==> src/design/m68kpd_pkg.sv <==
// Package for the 68000 instruction pre-decoder: class and flow codes,
// the classified-item record passed from front to back. No dependencies.
package m68kpd_pkg;

    localparam int QUEUE_DEPTH_DEF = 2;

    typedef enum logic [5:0] {
        CL_TRUNC = 6'd0, CL_BRA = 6'd1, CL_BSR = 6'd2, CL_BCC = 6'd3,
        CL_TRAP = 6'd4, CL_RTS = 6'd5, CL_RTE = 6'd6, CL_RTR = 6'd7,
        CL_NOP = 6'd8, CL_RESET = 6'd9, CL_TRAPV = 6'd10, CL_STOP = 6'd11,
        CL_RTD = 6'd12, CL_LINK = 6'd13, CL_UNLK = 6'd14, CL_MOVE_USP = 6'd15,
        CL_JSR = 6'd16, CL_JMP = 6'd17, CL_MOVEQ = 6'd18, CL_MOVE = 6'd19,
        CL_IMMEDIATE = 6'd20, CL_STATIC_BIT = 6'd21, CL_DBCC = 6'd22,
        CL_SCC = 6'd23, CL_SUBQ = 6'd24, CL_ADDQ = 6'd25, CL_LEA = 6'd26,
        CL_PEA = 6'd27, CL_MOVEM = 6'd28, CL_SWAP = 6'd29, CL_EXT = 6'd30,
        CL_MOVE_STATUS = 6'd31, CL_UNARY = 6'd32, CL_BINARY = 6'd33,
        CL_SHIFT = 6'd34, CL_UNSUPPORTED = 6'd35
    } iclass_t;

    typedef enum logic [2:0] {
        FL_NONE = 3'd0, FL_DBRANCH = 3'd1, FL_DJUMP = 3'd2, FL_DCALL = 3'd3,
        FL_IJUMP = 3'd4, FL_ICALL = 3'd5, FL_RETURN = 3'd6, FL_UNSUP = 3'd7
    } flow_t;

    // Target source selected by the front end
    typedef enum logic [1:0] {
        TG_NONE = 2'd0, TG_REL = 2'd1, TG_ABS = 2'd2
    } tgt_t;

    // Classified item: length check and target add are left to the back end
    typedef struct packed {
        logic        trunc;
        logic [3:0]  avail;
        logic [3:0]  len;
        logic        ok;
        iclass_t     cls;
        flow_t       flow;
        tgt_t        tsel;
        logic [23:0] pc;
        logic [31:0] tval;   // displacement (sign-extended) or absolute long
        logic        cvalid;
        logic [3:0]  cond;
    } pre_item_t;

    typedef struct packed {
        logic [3:0]  length_bytes;
        logic        supported;
        logic [5:0]  instr_class;
        logic [2:0]  flow_kind;
        logic        target_valid;
        logic [31:0] target_addr;
        logic        cond_valid;
        logic [3:0]  cond_code;
    } result_t;

    // Extension bytes of an effective address; bad set for illegal or
    // destination immediate whose words are present.
    function automatic logic [3:0] ea_size(input logic [2:0] mode,
        input logic [2:0] rg, input logic long_imm, input logic is_write,
        input logic [3:0] off, input logic [3:0] avail, output logic bad);
        logic [3:0] n;
        logic [4:0] endb;
        begin
            n = 4'd0;
            bad = 1'b0;
            if (mode == 3'd5 || mode == 3'd6 ||
                (mode == 3'd7 && (rg == 3'd0 || rg == 3'd2 || rg == 3'd3)))
                n = 4'd2;
            else if (mode == 3'd7 && rg == 3'd1)
                n = 4'd4;
            else if (mode == 3'd7 && rg == 3'd4)
                n = long_imm ? 4'd4 : 4'd2;
            endb = {1'b0, off} + {1'b0, n};
            if (mode == 3'd7 && rg >= 3'd5)
                bad = 1'b1;
            else if (mode == 3'd7 && rg == 3'd4 && is_write &&
                     endb <= {1'b0, avail})
                bad = 1'b1;
            ea_size = n;
        end
    endfunction

endpackage

==> src/design/m68kpd_front.sv <==
// Front end: classifies the opcode and sizes the extensions into a record.
// Depends on m68kpd_pkg.
module m68kpd_front
    import m68kpd_pkg::*;
(
    input  logic [23:0] pc,
    input  logic [15:0] first_word,
    input  logic [15:0] ext_word_1,
    input  logic [15:0] ext_word_2,
    input  logic [3:0]  avail_bytes,
    output pre_item_t   item
);
    logic [15:0] op;
    logic [2:0]  mode, rg;
    logic [3:0]  top, av, s, d;
    logic        bs, bd;
    logic [1:0]  sc;
    logic [2:0]  om;

    assign op   = first_word;
    assign mode = op[5:3];
    assign rg   = op[2:0];
    assign top  = op[15:12];
    assign sc   = op[7:6];
    assign om   = op[8:6];

    always_comb
    begin
        av = (avail_bytes > 4'd10) ? 4'd10 : avail_bytes;
        item = '0;
        item.pc    = pc;
        item.avail = av;
        item.trunc = (av < 4'd2);
        item.len   = 4'd2;
        item.ok    = 1'b1;
        item.cls   = CL_UNSUPPORTED;
        item.flow  = FL_NONE;
        item.tsel  = TG_NONE;
        s = 4'd0; d = 4'd0;
        bs = 1'b0; bd = 1'b0;

        if (top == 4'h6) begin
            item.cond   = op[11:8];
            item.cvalid = 1'b1;
            item.tval   = {{24{op[7]}}, op[7:0]};
            if (op[7:0] == 8'h00) begin
                if (av < 4'd4) item.ok = 1'b0;
                else begin
                    item.tval = {{16{ext_word_1[15]}}, ext_word_1};
                    item.len  = 4'd4;
                end
            end
            item.cls  = (op[11:8] == 4'd0) ? CL_BRA :
                        ((op[11:8] == 4'd1) ? CL_BSR : CL_BCC);
            item.flow = (op[11:8] == 4'd1) ? FL_DCALL : FL_DBRANCH;
            item.tsel = TG_REL;
        end else if (op[15:4] == 12'h4E4) begin
            item.cls = CL_TRAP;
        end else if (op == 16'h4E75 || op == 16'h4E73 || op == 16'h4E77) begin
            item.cls  = (op == 16'h4E75) ? CL_RTS :
                        ((op == 16'h4E73) ? CL_RTE : CL_RTR);
            item.flow = FL_RETURN;
        end else if (op == 16'h4E71 || op == 16'h4E70 || op == 16'h4E76) begin
            item.cls = (op == 16'h4E71) ? CL_NOP :
                       ((op == 16'h4E70) ? CL_RESET : CL_TRAPV);
        end else if (op == 16'h4E72 || op == 16'h4E74) begin
            item.cls = (op == 16'h4E72) ? CL_STOP : CL_RTD;
            item.len = 4'd4;
        end else if (op[15:3] == 13'h09CA) begin
            item.cls = CL_LINK;
            item.len = 4'd4;
        end else if (op[15:3] == 13'h09CB) begin
            item.cls = CL_UNLK;
        end else if (op[15:4] == 12'h4E6) begin
            item.cls = CL_MOVE_USP;
        end else if (op[15:7] == 9'h09D) begin
            item.cls = op[6] ? CL_JMP : CL_JSR;
            if (mode == 3'd7 && rg == 3'd1 && av >= 4'd6) begin
                item.len  = 4'd6;
                item.tval = {ext_word_1, ext_word_2};
                item.tsel = TG_ABS;
                item.flow = op[6] ? FL_DJUMP : FL_DCALL;
            end else begin
                item.flow = op[6] ? FL_IJUMP : FL_ICALL;
                s = ea_size(mode, rg, 1'b1, 1'b0, 4'd2, av, bs);
                item.len = 4'd2 + s;
            end
        end else if ((op & 16'hF100) == 16'h7000) begin
            item.cls = CL_MOVEQ;
        end else if (top == 4'd1 || top == 4'd2 || top == 4'd3) begin
            s = ea_size(mode, rg, top == 4'd2, 1'b0, 4'd2, av, bs);
            d = ea_size(op[8:6], op[11:9], top == 4'd2, 1'b1, 4'd2 + s, av, bd);
            item.cls = CL_MOVE;
            item.len = 4'd2 + s + d;
        end else if (op[15:12] == 4'h0 && op[8] == 1'b0 && op[11:9] != 3'd4 &&
                     op[11:9] != 3'd7) begin
            item.cls = CL_IMMEDIATE;
            if (op[5:0] == 6'h3C) item.len = 4'd4;
            else if (sc == 2'd3) item.ok = 1'b0;
            else if (sc == 2'd2) begin
                if (av < 4'd6) item.ok = 1'b0;
                else begin
                    s = ea_size(mode, rg, 1'b1, 1'b0, 4'd6, av, bs);
                    item.len = 4'd6 + s;
                end
            end else begin
                if (av < (sc == 2'd0 ? 4'd3 : 4'd4)) item.ok = 1'b0;
                else begin
                    s = ea_size(mode, rg, 1'b0, 1'b0, 4'd4, av, bs);
                    item.len = 4'd4 + s;
                end
            end
        end else if (op[15:8] == 8'h08) begin
            item.cls = CL_STATIC_BIT;
            if (av < 4'd4) item.ok = 1'b0;
            else begin
                s = ea_size(mode, rg, 1'b0, 1'b0, 4'd4, av, bs);
                item.len = 4'd4 + s;
            end
        end else if ((op & 16'hF0F8) == 16'h50C8) begin
            item.cls    = CL_DBCC;
            item.cond   = op[11:8];
            item.cvalid = 1'b1;
            item.len    = 4'd4;
            if (av >= 4'd4) begin
                item.flow = FL_DBRANCH;
                item.tval = {{16{ext_word_1[15]}}, ext_word_1};
                item.tsel = TG_REL;
            end else item.ok = 1'b0;
        end else if ((op & 16'hF0C0) == 16'h50C0) begin
            item.cls = CL_SCC;
            s = ea_size(mode, rg, 1'b0, 1'b1, 4'd2, av, bs);
            item.len = 4'd2 + s;
        end else if (top == 4'h5) begin
            item.cls = op[8] ? CL_SUBQ : CL_ADDQ;
            if (sc == 2'd3) item.ok = 1'b0;
            else begin
                s = ea_size(mode, rg, sc == 2'd2, 1'b0, 4'd2, av, bs);
                item.len = 4'd2 + s;
            end
        end else if ((op & 16'hF1C0) == 16'h41C0) begin
            item.cls = CL_LEA;
            s = ea_size(mode, rg, 1'b0, 1'b0, 4'd2, av, bs);
            item.len = 4'd2 + s;
        end else if (op[15:6] == 10'h121) begin
            item.cls = CL_PEA;
            s = ea_size(mode, rg, 1'b1, 1'b0, 4'd2, av, bs);
            item.len = 4'd2 + s;
        end else if ((op & 16'hFB80) == 16'h4880) begin
            item.cls = CL_MOVEM;
            s = ea_size(mode, rg, 1'b1, 1'b0, 4'd4, av, bs);
            item.len = 4'd4 + s;
        end else if (op[15:6] == 10'h103 || op[15:6] == 10'h113 ||
                     op[15:6] == 10'h11B) begin
            item.cls = CL_MOVE_STATUS;
            s = ea_size(mode, rg, 1'b0, 1'b0, 4'd2, av, bs);
            item.len = 4'd2 + s;
        end else if (op[15:8] == 8'h40 || op[15:8] == 8'h42 ||
                     op[15:8] == 8'h44 || op[15:8] == 8'h46 ||
                     op[15:8] == 8'h4A) begin
            if (sc == 2'd3) item.ok = 1'b0;
            else begin
                item.cls = CL_UNARY;
                s = ea_size(mode, rg, sc == 2'd2, 1'b0, 4'd2, av, bs);
                item.len = 4'd2 + s;
            end
        end else if (top == 4'h8 || top == 4'h9 || top == 4'hB ||
                     top == 4'hC || top == 4'hD) begin
            item.cls = CL_BINARY;
            s = ea_size(mode, rg, (om[1:0] == 2'd2), 1'b0, 4'd2, av, bs);
            item.len = 4'd2 + s;
        end else if (top == 4'hE) begin
            item.cls = CL_SHIFT;
            if (op[7:6] == 2'b11) begin
                s = ea_size(mode, rg, 1'b0, 1'b0, 4'd2, av, bs);
                item.len = 4'd2 + s;
            end
        end else begin
            item.ok = 1'b0;
        end
        // illegal addressing on either operand
        if (bs || bd) item.ok = 1'b0;
    end
endmodule

==> src/design/m68kpd_queue.sv <==
// Small FIFO of records between the stages.
// Depends on m68kpd_pkg.
module m68kpd_queue
    import m68kpd_pkg::*;
#(
    parameter int DEPTH = QUEUE_DEPTH_DEF
)(
    input  logic      clk,
    input  logic      rst_n,
    input  logic      wr,
    input  pre_item_t wdata,
    output logic      full,
    input  logic      rd,
    output pre_item_t rdata,
    output logic      empty
);
    localparam int AW = (DEPTH > 1) ? $clog2(DEPTH) : 1;

    pre_item_t       mem_reg [DEPTH];
    logic [AW-1:0]   wp_reg, rp_reg;
    logic [AW:0]     cnt_reg;

    assign full  = (cnt_reg == (AW+1)'(DEPTH));
    assign empty = (cnt_reg == '0);
    assign rdata = mem_reg[rp_reg];

    always_ff @(posedge clk)
    begin
        if (wr && !full) mem_reg[wp_reg] <= wdata;
    end

    // pointers wrap at DEPTH
    always_ff @(posedge clk or negedge rst_n)
    begin
        if (!rst_n) begin
            wp_reg  <= '0;
            rp_reg  <= '0;
            cnt_reg <= '0;
        end else begin
            if (wr && !full)
                wp_reg <= (wp_reg == AW'(DEPTH - 1)) ? '0 : wp_reg + 1'b1;
            if (rd && !empty)
                rp_reg <= (rp_reg == AW'(DEPTH - 1)) ? '0 : rp_reg + 1'b1;
            cnt_reg <= cnt_reg + (AW+1)'(wr && !full) - (AW+1)'(rd && !empty);
        end
    end
endmodule

==> src/design/m68kpd_back.sv <==
// Back end: length checks, final class/flow, target add, output register.
// Depends on m68kpd_pkg.
module m68kpd_back
    import m68kpd_pkg::*;
(
    input  logic      clk,
    input  logic      rst_n,
    input  pre_item_t item,
    input  logic      item_valid,
    output logic      item_take,
    input  logic      pop,
    output logic      empty,
    output result_t   res
);
    result_t r_next, res_reg;
    logic    valid_reg;
    logic    bad;

    assign item_take = item_valid && (!valid_reg || pop);
    assign empty = !valid_reg;
    assign res   = res_reg;

    always_comb
    begin
        r_next = '0;
        bad = 1'b0;
        if (item.trunc) begin
            r_next.length_bytes = item.avail;
            r_next.instr_class  = CL_TRUNC;
            r_next.flow_kind    = FL_NONE;
        end else begin
            bad = (item.len > item.avail) || item.len[0];
            r_next.length_bytes = bad ? 4'd2 : item.len;
            r_next.supported    = item.ok && !bad;
            r_next.instr_class  = r_next.supported ? item.cls : CL_UNSUPPORTED;
            r_next.flow_kind    = r_next.supported ? item.flow : FL_UNSUP;
            r_next.target_valid = (item.tsel != TG_NONE);
            r_next.target_addr  = (item.tsel == TG_REL) ?
                {8'd0, item.pc} + 32'd2 + item.tval :
                ((item.tsel == TG_ABS) ? item.tval : 32'd0);
            r_next.cond_valid   = item.cvalid;
            r_next.cond_code    = item.cvalid ? item.cond : 4'd0;
        end
    end

    always_ff @(posedge clk)
    begin
        if (item_take) res_reg <= r_next;
    end

    always_ff @(posedge clk or negedge rst_n)
    begin
        if (!rst_n) valid_reg <= 1'b0;
        else if (item_take) valid_reg <= 1'b1;
        else if (pop) valid_reg <= 1'b0;
    end
endmodule

==> src/design/m68k_instruction_predecoder.sv <==
// Top level of the 68000 instruction pre-decoder: front, queue, back.
// Depends on m68kpd_pkg, m68kpd_front, m68kpd_queue, m68kpd_back.
//
//  channel  | handshake        | payload
//  input    | push / full      | pc, first_word, ext_word_1..4, avail_bytes
//  result   | pop / empty      | length_bytes .. cond_code
//
// One item per cycle sustained while pop is held; an item reaches the result
// ports through the queue write, then the back-end output register.
// full rises when the QUEUE_DEPTH-entry queue is full; it drains at one item
// per cycle while pop is held or the output register is free.
// Reset empties the queue and the output register.
module m68k_instruction_predecoder
    import m68kpd_pkg::*;
#(
    parameter int QUEUE_DEPTH = QUEUE_DEPTH_DEF
)(
    input  logic        clk,
    input  logic        rst_n,
    input  logic        push,
    output logic        full,
    input  logic [23:0] pc,
    input  logic [15:0] first_word,
    input  logic [15:0] ext_word_1,
    input  logic [15:0] ext_word_2,
    input  logic [15:0] ext_word_3,
    input  logic [15:0] ext_word_4,
    input  logic [3:0]  avail_bytes,
    output logic        empty,
    input  logic        pop,
    output logic [3:0]  length_bytes,
    output logic        supported,
    output logic [5:0]  instr_class,
    output logic [2:0]  flow_kind,
    output logic        target_valid,
    output logic [31:0] target_addr,
    output logic        cond_valid,
    output logic [3:0]  cond_code
);
    pre_item_t f_item, q_item;
    logic      q_empty, q_take;
    result_t   res;
    logic      unused_ext;

    // words 3 and 4 never hold a field this block reports
    assign unused_ext = ^{ext_word_3, ext_word_4};

    m68kpd_front u_front (
        .pc(pc), .first_word(first_word), .ext_word_1(ext_word_1),
        .ext_word_2(ext_word_2), .avail_bytes(avail_bytes), .item(f_item)
    );

    m68kpd_queue #(.DEPTH(QUEUE_DEPTH)) u_queue (
        .clk(clk), .rst_n(rst_n), .wr(push), .wdata(f_item), .full(full),
        .rd(q_take), .rdata(q_item), .empty(q_empty)
    );

    m68kpd_back u_back (
        .clk(clk), .rst_n(rst_n), .item(q_item), .item_valid(!q_empty),
        .item_take(q_take), .pop(pop), .empty(empty), .res(res)
    );

    assign length_bytes = res.length_bytes;
    assign supported    = res.supported | (unused_ext & 1'b0);
    assign instr_class  = res.instr_class;
    assign flow_kind    = res.flow_kind;
    assign target_valid = res.target_valid;
    assign target_addr  = res.target_addr;
    assign cond_valid   = res.cond_valid;
    assign cond_code    = res.cond_code;
endmodule
==> config.mk <==
export PLATFORM = sky130hd
export DESIGN_NAME = m68k_instruction_predecoder
export DESIGN_NICKNAME = d
export VERILOG_FILES = /design/src/design/m68kpd_pkg.sv /design/src/design/m68kpd_front.sv /design/src/design/m68kpd_queue.sv /design/src/design/m68kpd_back.sv /design/src/design/m68k_instruction_predecoder.sv
export SDC_FILE = /design/constraint.sdc
export NUM_CORES = 1
export LEC_CHECK = 0
export BUFFER_PORTS_ARGS = -buffer_cell sky130_fd_sc_hd__buf_2
export CAP_MARGIN = 20
export CORE_MARGIN = 2
export CORE_UTILIZATION = 64
export DETAILED_ROUTE_END_ITERATION = 12
export PLACE_DENSITY = 0.91
export SLEW_MARGIN = 40
export SYNTH_ARGS = -nofsm -noshare
export SYNTH_HDL_FRONTEND = slang
export SYNTH_HIERARCHICAL = 1
export SYNTH_SLANG_ARGS = --single-unit
==> constraint.sdc <==
create_clock -name clk -period 11.65 [get_ports clk]
set_input_delay 0.5825 -clock clk [delete_from_list [all_inputs] [get_ports clk]]
set_output_delay 0.5825 -clock clk [all_outputs]
set_load 0.02 [all_outputs]
==> results of run 1 <==
==> cells in the final DEF, fill, tap and decap left out, types with 17 or more instances in the layout <==
cell type,count
buf_2,133
edfxtp_1,216
mux2_4,70
o21ai_0,57
nand4_1,17
inv_1,52
clkbuf_16,23
xnor2_1,17
nor2_1,63
ha_1,65
nand2_1,65
a21oi_1,67
nand3_1,26
==> area by class of cell <==
class,instances,area [um^2],share of cell area (%)
diodes,1,2.50,0.0175
clock buffers,31,616,4.30
clock inverters,9,144,1.00
inverters,52,195,1.36
multi-input cells,736,5690,39.7
flip-flops and latches,221,6620,46.2
well taps,270,338,2.36
repair buffers,140,728,5.08
==> power by group through the flow <==
stage | combinational, mW | sequential [mW] | clock [mW]
final | 2.00 | 1.27 | 0.736
after global routing | 2.15 | 1.29 | 0.769
after CTS | 1.96 | 1.27 | 0.742
after detailed placement | 1.94 | 1.28 | 0
after global placement | 1.88 | 1.27 | 0
after floorplan | 1.45 | 1.38 | 0
==> final timing paths <==
path,from,end,slack (ns)
setup / recovery,u_queue/rp_reg,u_back/res[20],7.02
hold / removal,pc[17],u_queue/mem_reg[0][54],0.26
setup reg to reg,u_queue/rp_reg,u_back/res[20],7.02
hold reg to reg,u_queue/cnt_reg[1],u_queue/cnt_reg[1],0.52
max in group asynchronous,rst_n,u_queue/rp_reg,11.06
min in group asynchronous,rst_n,u_queue/wp_reg,0.44
==> cells by family after synthesis <==
group / after synthesis / share of synthesized area, %
AOI/OAI and AO/OA: 282 / 14.9
xor gates and xnor gates: 30 / 2.02
adders and majority gates: 67 / 6.56
buffers and inverters: 133 / 5.71
DFF: 221 / 50.8
muxes: 85 / 9.35
other: 1 / 0.0288
and+or+nand+nor: 270 / 10.6
==> critical path, stage by stage (launching register included) <==
cell      delay, ns
dfrtp_4        0.80
buf_6          0.64
mux2_4         0.36
inv_1          0.06
ha_1           0.22
inv_1          0.06
ha_1           0.17
inv_1          0.06
fa_1           0.39
nor2b_1        0.18
o31ai_1        0.14
a211oi_1       0.47
nor2_1         0.20
o21ai_0        0.28
xor2_1         0.12
a22o_1         0.22
==> metrics by stage <==
step	cells	power (mW)	utilization [%]
2_1_floorplan	1090	2.83	-
3_3_place_gp	1417	3.15	67.3
3_5_place_dp	1417	3.22	67.4
4_1_cts	1458	3.98	71.2
5_1_grt	1460	4.21	71.3
6_report	1460	4.01	71.3
==> layer usage <==
layer | vias to the layer above | track usage (%)
li1 | 4287 | -
met1 | 4483 | 40.4
met2 | 556 | 45.0
met3 | 82 | 8.22
met4 | 0 | 9.08
met5 | - | 0
==> results.py, run 1 <==
metrics = {
    "outcome": {
        "outcome": "complete, no violations",
    },
    "setup_path": {
        "worstPathRequired_ns": 11.91,
        "rr_worst_depth": 15,
        "cp.arrival_ns": 4.89,
        "cp_max_fo": 53,
        "worst_setup_path_start_kind": "flop",
        "worstSetupPathType": "flop to flop",
        "end_kind": "flop",
    },
    "clock_tree": {
        "postCtsResizedCells": 0,
        "ctsHoldBuffers": 1,
        "h-tree-depth": 1,
        "clk_pin_slew_ns": 0.06,
        "clock-sinks": 221,
        "cts_root_buf": "clkbuf_16",
        "cts_buffers": 22,
        "cts_setup_buffers": 0,
        "cts_tree": "built",
        "cts.path.max_buffers": 3,
        "worst_skew_pair.late_latency_ns": 0.51,
    },
    "detailed_routing": {
        "via_per_inst": 6.44,
        "drt_iter0_drc": 1062,
        "dr_wl_met2_mm": 14.6,
        "drt_drc_violations_left": 0,
        "dr_wl_met3_mm": 3.54,
        "wl_met1_mm": 12.9,
        "vias": 9408,
        "top_layer_used": "met4",
        "routed_wl_mm": 32.0,
        "ant_nets": 0,
        "post_drt_wl_per_cell_um": 21.9,
        "dr.pass1.iters": 6,
    },
    "sta": {
        "max_freq_ghz": 0.216,
        "drv_slew": 0,
        "final.setup_skew_ns": 0.0226,
        "hold_viol": 0,
        "slew-limit-headroom_pct": 38.6,
        "min_period_ns": 4.63,
        "finalWorstSetupSlack_ns": 7.02,
        "setup_viol": 0,
        "holdWs_ns": 0.263,
        "tightest_slew_ns": 0.911,
        "finalSetupTns_ns": 0,
        "finalCritPeriodShare_pct": 39.7,
        "rsz0062_at_grt": "false",
    },
    "power": {
        "pwr-share-comb_pct": 50.0,
        "power.internal_mw": 2.43,
        "total_leakage_power_nw": 5.89,
        "p_sw_mw": 1.57,
        "ir_drop_v": 0.000199,
        "powerDensity_nw_per_um2": 280,
        "clockPowerShare_pct": 18.4,
        "switching_share_pct": 39.3,
        "power_frac_seq_pct": 31.6,
    },
    "synth": {
        "synth.largest_area_cell": "edfxtp_1",
        "yosysWarnings": 6,
        "synth_area_per_cell_um2": 12.0,
        "synth_cells": 1089,
        "synthArstFlopShare_pct": 2.26,
        "synth_area_um2": 13000,
        "synth_edf_count": 216,
        "synth_most_common_cell": "edfxtp_1",
        "ys_top_cells_by_area": "edfxtp_1 (50%), mux2_4 (8.1%), ha_1 (6.2%)",
        "ys_seq_area_share_pct": 50.8,
        "synth_top_area_share_pct": 49.8,
        "ys_types": 85,
        "ys.flop_type": "edfxtp_1",
        "yosys-top-cells-count": "edfxtp_1 (216), mux2_4 (70), a21oi_1 (67)",
        "yosys_register_bits": 221,
    },
    "min_path": {
        "hold_depth": 1,
        "min_path_type": "input port to flop",
    },
    "floorplanning": {
        "die_area_um2": 21500,
        "initial_utilization_pct": 64.7,
        "die_w_um": 147,
        "core_area_um2": 20100,
        "rows": 52,
        "io_pins": 166,
        "die_h_um": 147,
    },
    "placed_design": {
        "dp_slack_ns": 7.12,
        "globalplace.congestion": 0.935,
        "io_buffers": 133,
        "dpl_cell_area_um2": 13500,
        "dp_hpwl_mm": 22.8,
    },
    "global_routing": {
        "grt_pass1_vias": 8907,
        "grt_use_total_pct": 29.1,
        "overflow": 0,
        "grt_pass1_wl_mm": 48.9,
        "grt_max_degree": 82,
        "antenna_found_initial": 1,
    },
    "layout": {
        "post-route-cell-area_um2": 14300,
        "syn2layout_area_growth_pct": 10.1,
        "drive_above_1_share_pct": 23.8,
        "largest_reg_flops": 164,
        "num-fill-cells": 1326,
        "nNetsFinal": 1352,
    },
    "job": {
        "drv_cap": 0,
    },
}
Power figures use the tool's default switching activity.
==> run 2: changes to the inputs <==
--- a/config.mk
+++ b/config.mk
@@ -8,9 +8,9 @@
 export BUFFER_PORTS_ARGS = -buffer_cell sky130_fd_sc_hd__buf_2
 export CAP_MARGIN = 20
 export CORE_MARGIN = 2
-export CORE_UTILIZATION = 64
+export CORE_UTILIZATION = 59
 export DETAILED_ROUTE_END_ITERATION = 12
-export PLACE_DENSITY = 0.91
+export PLACE_DENSITY = 0.85
 export SLEW_MARGIN = 40
 export SYNTH_ARGS = -nofsm -noshare
 export SYNTH_HDL_FRONTEND = slang
==> constraint.sdc (replaced) <==
create_clock -name clk -period 4.3 [get_ports clk]
set_input_delay 0.215 -clock clk [delete_from_list [all_inputs] [get_ports clk]]
set_output_delay 0.215 -clock clk [all_outputs]
set_load 0.02 [all_outputs]
==> run 2 against run 1 <==
Net effect: total power grew to 2.7 times the previous value; sequential share of layout area fell by 0.88 points; sequential power rose to 2.7 times the previous value; flip-flop and latch count unchanged; global-route usage is 1.3 points lower; utilization is 4.1 points lower; via count is 0.56% higher; clock power grew 150%; clock skew is 0.011 ns higher; routed wire length grew 3.9%; register-to-register slack got worse by 6.9 ns.
==> results.py, run 2 (synthesis results as in run 1) <==
metrics = {
    "global_routing": {
        "antenna_found_initial": 1,
        "grt_pass1_wl_mm": 51.4,
        "grt_use_total_pct": 27.8,
        "grt_pass1_vias": 9368,
        "met2_usage_pct": 45.9,
        "grtUsageMet3_pct": 5.52,
        "overflow": 0,
        "grt_max_degree": 83,
        "use_met1_pct": 38.3,
        "grt.busiest_layer": "met2",
    },
    "placed_design": {
        "globalplace.congestion": 1.00,
        "dp_hpwl_mm": 24.3,
        "io_buffers": 133,
    },
    "clock_tree": {
        "cts_root_buf": "clkbuf_16",
        "cts.path.max_buffers": 3,
        "postCtsResizedCells": 0,
        "cts_tree": "built",
        "worst_skew_pair.late_latency_ns": 0.52,
        "h-tree-depth": 1,
        "clock-sinks": 221,
        "cts_buffers": 22,
        "clk_pin_slew_ns": 0.07,
    },
    "layout": {
        "diodes": 0,
        "syn2layout_area_growth_pct": 12.2,
        "layout_commonest_cell": "edfxtp_1",
        "drive_above_1_share_pct": 23.9,
        "nNetsFinal": 1387,
        "num-fill-cells": 1551,
        "final_cell_mix": "edfxtp_1 (216), buf_2 (133), mux2_4 (70)",
        "largest_reg_flops": 164,
        "final_core_util_pct": 67.2,
    },
    "detailed_routing": {
        "drt_drc_violations_left": 0,
        "via_per_inst": 6.29,
        "dr.pass1.iters": 7,
        "routed_wl_mm": 33.3,
        "drt_iter0_drc": 1005,
        "vias": 9461,
        "ant_nets": 0,
        "post_drt_wl_per_cell_um": 22.1,
    },
    "floorplanning": {
        "io_pins": 166,
        "die_area_um2": 23300,
        "die_h_um": 153,
        "initial_utilization_pct": 59.8,
        "rows": 54,
        "die_w_um": 153,
        "core_area_um2": 21800,
    },
    "sta": {
        "hold_viol": 0,
        "final.setup_skew_ns": 0.0338,
        "finalCritPeriodShare_pct": 96.1,
        "finalSetupTns_ns": 0,
        "max_freq_ghz": 0.242,
        "rsz0062_at_grt": "false",
        "min_period_ns": 4.13,
        "drv_slew": 0,
        "slew-limit-headroom_pct": 44.6,
        "tightest_slew_ns": 0.831,
        "holdWs_ns": 0.0280,
        "setup_viol": 0,
    },
    "outcome": {
        "outcome": "complete, no violations",
    },
    "min_path": {
        "min_path_type": "input port to flop",
    },
    "setup_path": {
        "worst_setup_path_start_kind": "flop",
        "end_kind": "flop",
        "worstPathRequired_ns": 4.58,
        "cp_max_fo": 35,
        "regToRegSetupSlack_ns": 0.17,
        "cpMaxStageDelayCell": "dfrtp_4",
        "crit_chain": "buf_4 > mux2_4 > ha_1 > ha_1 > a21oi_1 > o21ai_0 > a311o_1 > o221ai_1 > xnor2_1 > a22o_1",
        "max_stage_delay_ns": 0.85,
        "cp.arrival_ns": 4.41,
        "path_common_cell": "ha_1",
        "worstSetupPathType": "flop to flop",
    },
    "power": {
        "ir_drop_v": 0.000382,
        "powerDensity_nw_per_um2": 735,
        "p_total_mw": 10.7,
        "total_leakage_power_nw": 6.01,
    },
    "job": {
        "drv_cap": 0,
    },
}
[run 2: path summary, 6_finish.rpt]
check,from,to,cells past startpoint
worst max-delay path,u_queue/rp_reg,u_back/res[27],10
worst min-delay path,avail_bytes[3],u_queue/mem_reg[0][80],1
worst max register to register,u_queue/rp_reg,u_back/res[27],10
worst min register to register,u_queue/cnt_reg[1],u_queue/cnt_reg[1],1
max in group asynchronous,rst_n,u_queue/rp_reg,2
min in group asynchronous,rst_n,u_queue/rp_reg,2
[run 2: worst max-delay path, delay by kind of cell (launching register included)]
family	cells	cell delay, ns
buffers and inverters	1	0.37
adders and majority gates	2	0.73
muxes	1	0.35
AOI/OAI and AO/OA	5	1.42
xor gates and xnor gates	1	0.14
DFF	1	0.85
[run 2: area by class of cell]
type                            count  area [um^2]  area share, %
Clock inverter                     16          109          0.745
Tap cell                          280          350           2.40
Multi-Input combinational cell    736         5690           38.9
Clock buffer                       24          579           3.97
Sequential cell                   221         6620           45.3
Timing Repair Buffer              175         1070           7.33
Inverter                           52          195           1.34
[run 2: where the power goes]
| group | internal, mW | switching, mW | leakage [nW] |
|---|---|---|---|
| clock network | 1.03 | 0.788 | 0.333 |
| registers | 3.19 | 0.255 | 2.13 |
| logic | 2.22 | 3.26 | 3.55 |
| total | 6.45 | 4.30 | 6.01 |
[run 2: stage by stage]
step,std cells,setup WS [ns],area [um^2]
finish,1504,0.169,14600
global route,1504,0.0472,14600
CTS,1503,0.219,14600
detailed placement,1437,0.195,13700
global placement,1436,0.293,13600
floorplan,1090,1.01,13000
[run 2: metal layers]
metal,share of wire [%],routed length (um)
met3,9.1,3020
met2,47,15700
met5,0,0
met1,41,13700
met4,2.4,782
[run 2: timing repair]
action	in CTS	in global routing
hold endpoints to repair	54	0
hold buffers	26	0
buffers inserted	0	0
